## config.mk

```make
export PLATFORM = sky130hd
export DESIGN_NAME = eeg_headset_packet_parser_unit
export DESIGN_NICKNAME = d
export VERILOG_FILES = /design/src/rtl/core/epp_pkg.sv /design/src/rtl/core/epp_in_stage.sv /design/src/rtl/core/epp_framer.sv /design/src/rtl/core/eeg_headset_packet_parser_unit.sv
export SDC_FILE = /design/constraint.sdc
export NUM_CORES = 1
export LEC_CHECK = 0
export BUFFER_PORTS_ARGS = -buffer_cell sky130_fd_sc_hd__buf_2
export CAP_MARGIN = 40
export CELL_PAD_IN_SITES_DETAIL_PLACEMENT = 0
export CELL_PAD_IN_SITES_GLOBAL_PLACEMENT = 1
export CORE_ASPECT_RATIO = 0.5
export CORE_MARGIN = 1.5
export CORE_UTILIZATION = 48
export CTS_CLUSTER_DIAMETER = 200
export DETAILED_ROUTE_END_ITERATION = 8
export PLACE_DENSITY_LB_ADDON = 0.12
export SETUP_SLACK_MARGIN = 0.02
export SLEW_MARGIN = 20
export SYNTH_ARGS = -nofsm -noshare
export SYNTH_HDL_FRONTEND = slang
export SYNTH_SLANG_ARGS = --single-unit
```

## constraint.sdc

```tcl
create_clock -name clk -period 2.98 [get_ports clk]
set_input_delay 0.149 -clock clk [delete_from_list [all_inputs] [get_ports clk]]
set_output_delay 0.149 -clock clk [all_outputs]
set_load 0.005 [all_outputs]
```

## src/rtl/core/epp_pkg.sv

```systemverilog
// shared types, constants and helpers for the eeg headset packet parser
package epp_pkg;

	localparam int unsigned BYTE_W = 8;
	localparam int unsigned POS_W  = 6;
	localparam int unsigned STAT_W = 2;

	localparam logic [BYTE_W-1:0] SYNC_BYTE  = 8'hAA;
	localparam logic [BYTE_W-1:0] LEN_BYTE   = 8'h20;
	localparam logic [BYTE_W-1:0] CODE_BYTE  = 8'h02;
	localparam logic [BYTE_W-1:0] TAG_A_BYTE = 8'h83;
	localparam logic [BYTE_W-1:0] TAG_B_BYTE = 8'h18;

	localparam logic [POS_W-1:0] POS_SYNC0      = 6'd0;
	localparam logic [POS_W-1:0] POS_SYNC1      = 6'd1;
	localparam logic [POS_W-1:0] POS_LEN        = 6'd2;
	localparam logic [POS_W-1:0] POS_CODE       = 6'd3;
	localparam logic [POS_W-1:0] POS_QUALITY    = 6'd4;
	localparam logic [POS_W-1:0] POS_TAG_A      = 6'd5;
	localparam logic [POS_W-1:0] POS_TAG_B      = 6'd6;
	localparam logic [POS_W-1:0] POS_BODY_FIRST = 6'd7;
	localparam logic [POS_W-1:0] POS_ATTENTION  = 6'd32;
	localparam logic [POS_W-1:0] POS_BODY_LAST  = 6'd34;
	localparam logic [POS_W-1:0] POS_MEDITATION = 6'd34;
	localparam logic [POS_W-1:0] POS_CHECKSUM   = 6'd35;

	localparam logic [STAT_W-1:0] ST_NONE = 2'd0;
	localparam logic [STAT_W-1:0] ST_GOOD = 2'd1;
	localparam logic [STAT_W-1:0] ST_POOR = 2'd2;

	// byte held in the input register
	typedef struct packed {
		logic              valid;
		logic [BYTE_W-1:0] data;
	} in_stage_t;

	function automatic logic is_poor_signal(input logic [BYTE_W-1:0] q);
		logic poor;
		poor = 1'b0;
		case (q) inside
			8'd29, [8'd54:8'd56], [8'd80:8'd82], 8'd107, 8'd200: poor = 1'b1;
			default: poor = 1'b0;
		endcase
		return poor;
	endfunction

endpackage

```

## src/rtl/core/epp_in_stage.sv

```systemverilog
// input register stage of the eeg headset packet parser
module epp_in_stage
	import epp_pkg::*;
(
	input  logic              clk,
	input  logic              arst_n,
	input  logic              in_valid,
	output logic              in_ready,
	input  logic [BYTE_W-1:0] data_byte,
	input  logic              take,
	output in_stage_t         stage_s1
);

	logic              valid_s1;
	logic [BYTE_W-1:0] data_s1;

	// free when empty or when the held byte moves on this cycle
	assign in_ready = !valid_s1 || take;

	always_ff @(posedge clk or negedge arst_n) begin
		if (!arst_n) begin
			valid_s1 <= 1'b0;
		end else if (in_ready) begin
			valid_s1 <= in_valid;
		end
	end

	always_ff @(posedge clk) begin
		if (in_valid && in_ready) begin
			data_s1 <= data_byte;
		end
	end

	assign stage_s1.valid = valid_s1;
	assign stage_s1.data  = data_s1;

endmodule

```

## src/rtl/core/epp_framer.sv

```systemverilog
// frame tracking, checksum and result register of the eeg headset packet parser
module epp_framer
	import epp_pkg::*;
(
	input  logic              clk,
	input  logic              arst_n,
	input  in_stage_t         stage_s1,
	output logic              take,
	output logic              out_valid,
	input  logic              out_ready,
	output logic [STAT_W-1:0] status,
	output logic [BYTE_W-1:0] attention,
	output logic [BYTE_W-1:0] meditation
);

	logic [POS_W-1:0]  pos_q;
	logic [BYTE_W-1:0] sum_q;
	logic [BYTE_W-1:0] quality_q;
	logic [BYTE_W-1:0] att_cand_q;
	logic [BYTE_W-1:0] med_cand_q;
	logic [BYTE_W-1:0] att_held_q;
	logic [BYTE_W-1:0] med_held_q;
	logic              valid_s2;
	logic [STAT_W-1:0] status_s2;

	logic [POS_W-1:0]  pos_d;
	logic [BYTE_W-1:0] sum_d;
	logic [BYTE_W-1:0] quality_d;
	logic [BYTE_W-1:0] att_cand_d;
	logic [BYTE_W-1:0] med_cand_d;
	logic [BYTE_W-1:0] att_held_d;
	logic [BYTE_W-1:0] med_held_d;
	logic [STAT_W-1:0] status_d;
	logic [BYTE_W-1:0] b;
	logic [BYTE_W-1:0] sum_add;

	assign take    = stage_s1.valid && (!valid_s2 || out_ready);
	assign b       = stage_s1.data;
	assign sum_add = sum_q + b;

	always_comb begin
		pos_d      = POS_SYNC0;
		sum_d      = sum_q;
		quality_d  = quality_q;
		att_cand_d = att_cand_q;
		med_cand_d = med_cand_q;
		att_held_d = att_held_q;
		med_held_d = med_held_q;
		status_d   = ST_NONE;
		case (pos_q) inside
			POS_SYNC0: begin
				if (b == SYNC_BYTE) pos_d = POS_SYNC1;
			end
			POS_SYNC1: begin
				if (b == SYNC_BYTE) pos_d = POS_LEN;
			end
			POS_LEN: begin
				if (b == LEN_BYTE) pos_d = POS_CODE;
			end
			POS_CODE: begin
				// sum restarts on every packet
				if (b == CODE_BYTE) begin
					sum_d = b;
					pos_d = POS_QUALITY;
				end
			end
			POS_QUALITY: begin
				quality_d = b;
				sum_d     = sum_add;
				pos_d     = POS_TAG_A;
			end
			POS_TAG_A: begin
				if (b == TAG_A_BYTE) begin
					sum_d = sum_add;
					pos_d = POS_TAG_B;
				end
			end
			POS_TAG_B: begin
				if (b == TAG_B_BYTE) begin
					sum_d = sum_add;
					pos_d = POS_BODY_FIRST;
				end
			end
			[POS_BODY_FIRST:POS_BODY_LAST]: begin
				sum_d = sum_add;
				if (pos_q == POS_ATTENTION) att_cand_d = b;
				if (pos_q == POS_MEDITATION) med_cand_d = b;
				pos_d = pos_q + 1'b1;
			end
			POS_CHECKSUM: begin
				if (~sum_q == b) begin
					if (is_poor_signal(quality_q)) begin
						status_d = ST_POOR;
					end else begin
						att_held_d = att_cand_q;
						med_held_d = med_cand_q;
						status_d   = ST_GOOD;
					end
				end
			end
			default: pos_d = POS_SYNC0;
		endcase
	end

	always_ff @(posedge clk or negedge arst_n) begin
		if (!arst_n) begin
			pos_q      <= '0;
			sum_q      <= '0;
			quality_q  <= '0;
			att_cand_q <= '0;
			med_cand_q <= '0;
			att_held_q <= '0;
			med_held_q <= '0;
		end else if (take) begin
			pos_q      <= pos_d;
			sum_q      <= sum_d;
			quality_q  <= quality_d;
			att_cand_q <= att_cand_d;
			med_cand_q <= med_cand_d;
			att_held_q <= att_held_d;
			med_held_q <= med_held_d;
		end
	end

	always_ff @(posedge clk or negedge arst_n) begin
		if (!arst_n) begin
			valid_s2 <= 1'b0;
		end else if (!valid_s2 || out_ready) begin
			valid_s2 <= stage_s1.valid;
		end
	end

	always_ff @(posedge clk) begin
		if (take) begin
			status_s2 <= status_d;
		end
	end

	assign out_valid  = valid_s2;
	assign status     = status_s2;
	assign attention  = att_held_q;
	assign meditation = med_held_q;

endmodule

```

## src/rtl/core/eeg_headset_packet_parser_unit.sv

```systemverilog
// top level of the eeg headset packet parser
//
// usage:
//   input channel: one serial byte per request on data_byte, with in_valid and
//   in_ready; a byte is taken at an edge where both are high
//   output channel: one result per input byte (status, attention, meditation)
//   with out_valid and out_ready
//   status 1 marks a packet with a good checksum and usable signal, status 2 a
//   good packet flagged as poor signal, 0 everything else
//   attention and meditation show the values of the last good packet
// path: an accepted byte is held in the input register, then passes through the
//   frame logic into the result register
// throughput: one byte per cycle while out_ready stays high; the frame position
//   and checksum are computed combinationally between the input and result registers
// stall: when the receiver holds out_ready low the result register keeps its
//   result, the input register can still take one more byte, then in_ready
//   drops until the result is taken
// reset: arst_n clears both valid flags, frame position, checksum and the held
//   attention and meditation values to zero
module eeg_headset_packet_parser_unit
	import epp_pkg::*;
(
	input  logic              clk,
	input  logic              arst_n,
	input  logic              in_valid,
	output logic              in_ready,
	input  logic [BYTE_W-1:0] data_byte,
	output logic              out_valid,
	input  logic              out_ready,
	output logic [STAT_W-1:0] status,
	output logic [BYTE_W-1:0] attention,
	output logic [BYTE_W-1:0] meditation
);

	in_stage_t stage_s1;  // byte waiting for the frame logic
	logic      take;      // frame logic consumes the held byte

	epp_in_stage u_in_stage (
		.clk       (clk),
		.arst_n    (arst_n),
		.in_valid  (in_valid),
		.in_ready  (in_ready),
		.data_byte (data_byte),
		.take      (take),
		.stage_s1  (stage_s1)
	);

	// header match, running checksum, candidate capture and result register
	epp_framer u_framer (
		.clk        (clk),
		.arst_n     (arst_n),
		.stage_s1   (stage_s1),
		.take       (take),
		.out_valid  (out_valid),
		.out_ready  (out_ready),
		.status     (status),
		.attention  (attention),
		.meditation (meditation)
	);

endmodule

```

Word-level counts from Yosys, hierarchy flattened. Index checks and enable logic that the tools add are counted.

Output and inout port bits: 20. Logic and storage cells: 104. Input port bits: 12. Register bits: 66.

Order comparisons: 6. Add/subtract/negate cells: 2. Bitwise logic cells: 12. Equal/unequal tests: 21. Reductions and logical operators: 18. Multiplexer cells: 34.

Operator list (number): $mux W8 (8); $mux W6 (8); $eq A8 B8 Y1 const B (3); $reduce_and A10 Y1 (2); $eq A6 B3 Y1 const B (3); $eq A6 B6 Y1 const B (3); $eq A8 B5 Y1 const B (2); $eq A6 B2 Y1 const B (2); $mux W1 (12); $reduce_and A12 Y1 (1); $not A1 Y1 (11); $reduce_or A10 Y1 (1); $mux W3 (3); $add A8 B8 Y8 (1); $eq A8 B2 Y1 const B (1); $eq A8 B6 Y1 const B (1); $eq A8 B7 Y1 const B (1); $eq A8 B8 Y1 (1); $ge A8 B6 Y1 const B (1); $ge A8 B7 Y1 const B (1); $le A8 B6 Y1 const B (1); $le A8 B7 Y1 const B (1); $not A8 Y8 (1); $reduce_and A8 Y1 (1); other kinds (15) (23).

Logic depth before layout (Yosys ltp).
Depth after elaboration: 16. Depth in mapped cells: 10. Depth with buffers taken out: 9.

Modules after synthesis. Synthesis repeated with hierarchy kept, for this count alone.

Cells, all modules: 296. Area, all modules: 3394.5 um2.

Modules (own cells, without submodules): epp_framer (seq. area each 1436.4 um2, cells each 283, times used 1, area each 3093.0 um2); epp_in_stage (seq. area each 265.3 um2, cells each 13, times used 1, area each 301.5 um2).

Least setup slack after synthesis. Ideal clock, no wire load.

Kind: reg2reg. Start: reg u_in_stage.data_s1[5]. End: reg u_framer.att_held_q[3] (netlist: u_framer.attention[3]). Slack: 0.658 ns. Buffers on the path: 2. Setup time: 0.127 ns. Cell stages (with the launch flop): 9. Data required time: 2.853 ns. Clock period less this slack: 2.322 ns. Arrival: 2.195 ns. Cells stage by stage: edfxtp_1 -> ha_1 -> and3_1 -> nand3_1 -> nor4_1 -> nor4bb_1 -> buf_2 -> buf_6 -> mux2_1.

Longest elaborated chain between the ends: 2.

RTL lines: start, declared (line epp_in_stage.sv:15) `logic [BYTE_W-1:0] data_s1;`; start signal, assigned (line epp_in_stage.sv:30) `data_s1 <= data_byte;`; $eq A8 B8 Y1 (line epp_framer.sv:91) `if (~sum_q == b) begin`; $reduce_and A12 Y1 (no line); end signal, assigned (line epp_framer.sv:120) `att_held_q <= att_held_d;`; end, declared (line epp_framer.sv:21) `logic [BYTE_W-1:0] att_held_q;`.

Every way passes these cells. A chain may end at the register's enable or synchronous reset.

Worst setup path after layout.
Start: reg u_framer.pos_q[0]. End: reg u_framer.att_held_q[7] (netlist: u_framer.attention[7]).

Longest elaborated chain between the ends: 4. Elaborated cells on any way between the ends: 20. Classes of those cells: order compare: 2; eq/ne: 7; bitwise: 8; reduce/logical: 3.

RTL lines: start, declared (line epp_framer.sv:16) `logic [POS_W-1:0] pos_q;`; start signal, assigned (line epp_framer.sv:115) `pos_q <= pos_d;`; $ge A6 B3 Y1 (no line) / $le A6 B6 Y1 (equally long branches); $logic_and A1 B1 Y1 (no line); $not A1 Y1 (no line); $reduce_and A12 Y1 (no line) *.

Mark *: on every way between the ends. The rest lies on a longest branch, timed or not.

==> impl_metrics.csv <==
group,metric,value,unit
clock_network,inserted_clock_buffers,9,
worst_setup_path,worstSetupStartpointType,"register",
timing,finalSetupTns,0,ns
final_layout,syn_to_final_growth,19.5,%
worst_setup_path,critical_path_start,"u_framer.pos_q[0]",
die,initial_core_utilization,0.508,
drt,ant_nets,0,
timing,setup_ws,0.270,ns
power,peakVddDrop,453,µV
placed_design,placedCellCount,429,
clock_network,worst_skew_pair.late_latency,0.33,ns
placed_design,post-dp-hpwl,5860,µm
drt,drt-wirelength-per-cell,18.1,µm
global_routing,maximum_number_of_pins_on_one_net_before_global_route_repair,34,
final_layout,register_area,0.00170,mm²
placed_design,buffer_ports.inserted,31,
synth,async_flop_share,0.848,
clock_network,cts_tree,"done",
hold_path,hold_start,"data_byte[2]",
worst_setup_path,worst_r2r_startpoint,"u_framer.pos_q[0]",
synth,synthesis.instances,302,
clock_network,tritoncts_num_sinks,66,
drt,detailedRoute.firstIterationViolations,210,
synth,ys_seq_area_frac,0.491,
final_layout,antennaDiodeCount,0,
timing,layout_min_cycle_time,2.71,ns
clock_network,cts_post_setup_buffers_inserted,0,
timing,report.final.setup_viol,0,
global_routing,vias_in_the_first_global_route,2600,
timing,timing.clock.skew,0.00833,ns
drt,num_vias,2573,
power,power.total,0.00267,W
synth,synth-main-ff-cell,"dfrtp_1",
synth,synth.ff_latch_count,66,
synth,number_of_enable_type_register_cells_in_the_synthesized_netlist,10,
timing,final-max-slew-violation-count,0,
timing,post-route-period-util,0.909,
global_routing,initial_antenna_violation_count,0,
timing,hold_viol,0,
final_layout,fin_cells,451,
synth,yosysTopAreaCell,"dfrtp_1",
worst_setup_path,cp.arrival,2.91,ns
timing,max_slew.worst_pin.slew,0.705,ns
final_layout,multi_input_comb_area,0.00168,mm²
worst_setup_path,worst-setup-path-type,"reg2reg",
global_routing,grt_first_pass_wirelength,13600,µm
timing,rsz0062_at_grt,"false",
synth,mappedNetlistArea,0.00347,mm²
power,static-leakage-power,1.93,nW
die,core_area,0.00683,mm²
worst_setup_path,worst_setup_path_end_kind,"register",
drt,routed_via_density,5.71,
worst_setup_path,crit_required,3.18,ns
outcome,result_of_the_run,"complete, no violations",
synth,ys_warn_count,0,
timing,max-slew-margin-rel,0.529,
synth,postSynthAreaPerCell,11.5,µm²
clock_network,worst_setup_hold_path_clk_slew,0.06,ns
clock_network,clock_tree.htree_level_count,3,
synth,post-synth-top-area-fraction,0.404,
synth,library_cells_used_by_synthesis,63,
placed_design,preCtsSetupSlack,0.256,ns
drt,wl,8170,µm
synth,synth.cells.most_frequent,"dfrtp_1, nand2_1, mux2_2",
global_routing,grt_overall_usage,0.234,
hold_path,min_path_type,"in2reg",
die,io-pin-count,32,
final_layout,num-fill-cells,556,
placed_design,gp_routability_congestion,0.901,
die,num_rows,21,
die,die_w,123,µm
clock_network,cts_root_buf,"clkbuf_16",
die,floorplan.die_area,0.00778,mm²
die,die_h,63.1,µm
final_layout,drive_above_1_share,0.290,
synth,syn_nets,326,
timing,fmaxAchievable,369,MHz
timing,final.hold.worst_slack,0.0170,ns
power,power.density,643,mW/mm²
synth,yosys-top-cells-area,"dfrtp_1, mux2_2, edfxtp_1",
worst_setup_path,crit_path_max_fanout,16,
clock_network,clockBufferDepth,2,
global_routing,global_route.overflow_total,0,
drt,drt-pass1-iter-count,5,
run,drv.max_cap_violation_count,0,
final_layout,nNetsFinal,378,
synth,yosysMostFrequentCell,"dfrtp_1",
drt,residual_drc_count,0,
-- power breakdown --
| group | internal [W] | leakage, nW | switching [W] |
|---|---|---|---|
| clock | 0.000615 | 0.129 | 0.000398 |
| combinational | 0.000269 | 0.949 | 0.000340 |
| sequential | 0.000985 | 0.855 | 0.0000587 |
-- logic make-up (layout without fill, tap and decap cells) --
kind of cell             after synthesis  count (layout)  share of synthesized area
AND/OR/NAND/NOR                       99              99                      0.168
flip-flops                            66              66                      0.491
AO/OA/AOI/OAI                         59              59                      0.121
multiplexers                          40              40                      0.130
buffers and inverters                 20              77                     0.0303
adder cells (fa/ha/maj)               12              12                     0.0455
XOR/XNOR                               6               6                     0.0152
-- worst paths after layout --
kind	endpoint	slack, ns	cells after the start
min in group asynchronous	u_framer.med_cand_q[2]	0.36	2
setup / recovery	u_framer.attention[7]	0.27	9
hold reg to reg	u_framer.out_valid	0.46	2
setup reg to reg	u_framer.attention[7]	0.27	9
hold / removal	u_in_stage.data_s1[2]	0.02	1
max in group asynchronous	u_framer.quality_q[1]	1.78	3
-- metrics by stage --
step | utilization | cell area [µm²]
3_3_place_gp | 0.554 | 3790
3_5_place_dp | 0.554 | 3790
2_1_floorplan | - | 3470
5_1_grt | 0.607 | 4140
6_report | 0.607 | 4140
4_1_cts | 0.605 | 4130
-- worst max-delay path: stages, from the launching register on --
cell and delay (ns):
dfrtp_1 0.44, inv_1 0.11, ha_1 0.29, nand2_1 0.18, a21oi_1 0.14, nor4_1 0.33, inv_1 0.13, nor4bb_4 0.36
buf_6 0.25, mux2_2 0.36
-- layout make-up --
type | count | area share
Inverter | 11 | 0.00996
Clock inverter | 5 | 0.00936
Multi-Input combinational cell | 216 | 0.405
Tap cell | 92 | 0.0278
Clock buffer | 11 | 0.0613
Sequential cell | 66 | 0.411
Timing Repair Buffer | 50 | 0.0764
-- flip-flops by register name (all words and copies together) (netlist names) --
| register | flops |
|---|---|
| u_framer.out_valid | 1 |
| u_framer.sum_q | 8 |
| u_framer.meditation | 8 |
| u_framer.attention | 8 |
| u_framer.att_cand_q | 8 |
| u_framer.pos_q | 6 |
| u_framer.status | 2 |
| u_framer.quality_q | 8 |
| u_framer.med_cand_q | 8 |
| u_in_stage.valid_s1 | 1 |
| u_in_stage.data_s1 | 8 |
-- placed cells by master, fill, tap and decap left out, types with 4 or more instances in the layout --
cell type      Yosys  final
dfrtp_1           56     56
nand2_1           31     31
buf_2              3     31
mux2_2            29     29
nor2_1            12     12
o21ai_0           12     12
buf_4              1     12
ha_1              11     11
inv_1             10     10
a21oi_1           10     10
mux2_1            10     10
clkbuf_16          0     10
edfxtp_1          10     10
nand2b_1           7      7
nand3_1            7      7
nor2b_1            6      6
dlygate4sd3_1      0      6
and3_1             5      5
o31ai_1            5      5
nor3_1             5      5
xnor2_1            4      4
clkinvlp_4         0      4
-- layer usage --
| metal | GRT usage | part of all wire |
|---|---|---|
| met5 | 0 | 0 |
| met4 | 0.0489 | 0.0071 |
| met3 | 0.0607 | 0.069 |
| met2 | 0.362 | 0.45 |
| met1 | 0.335 | 0.47 |
-- repair_timing --
action / CTS / global route
resized for setup: 0 / 1
hold endpoints to repair: 27 / 1
setup endpoints to repair: 0 / 9
hold buffers: 5 / 1
(Power assumes the default switching activity.)
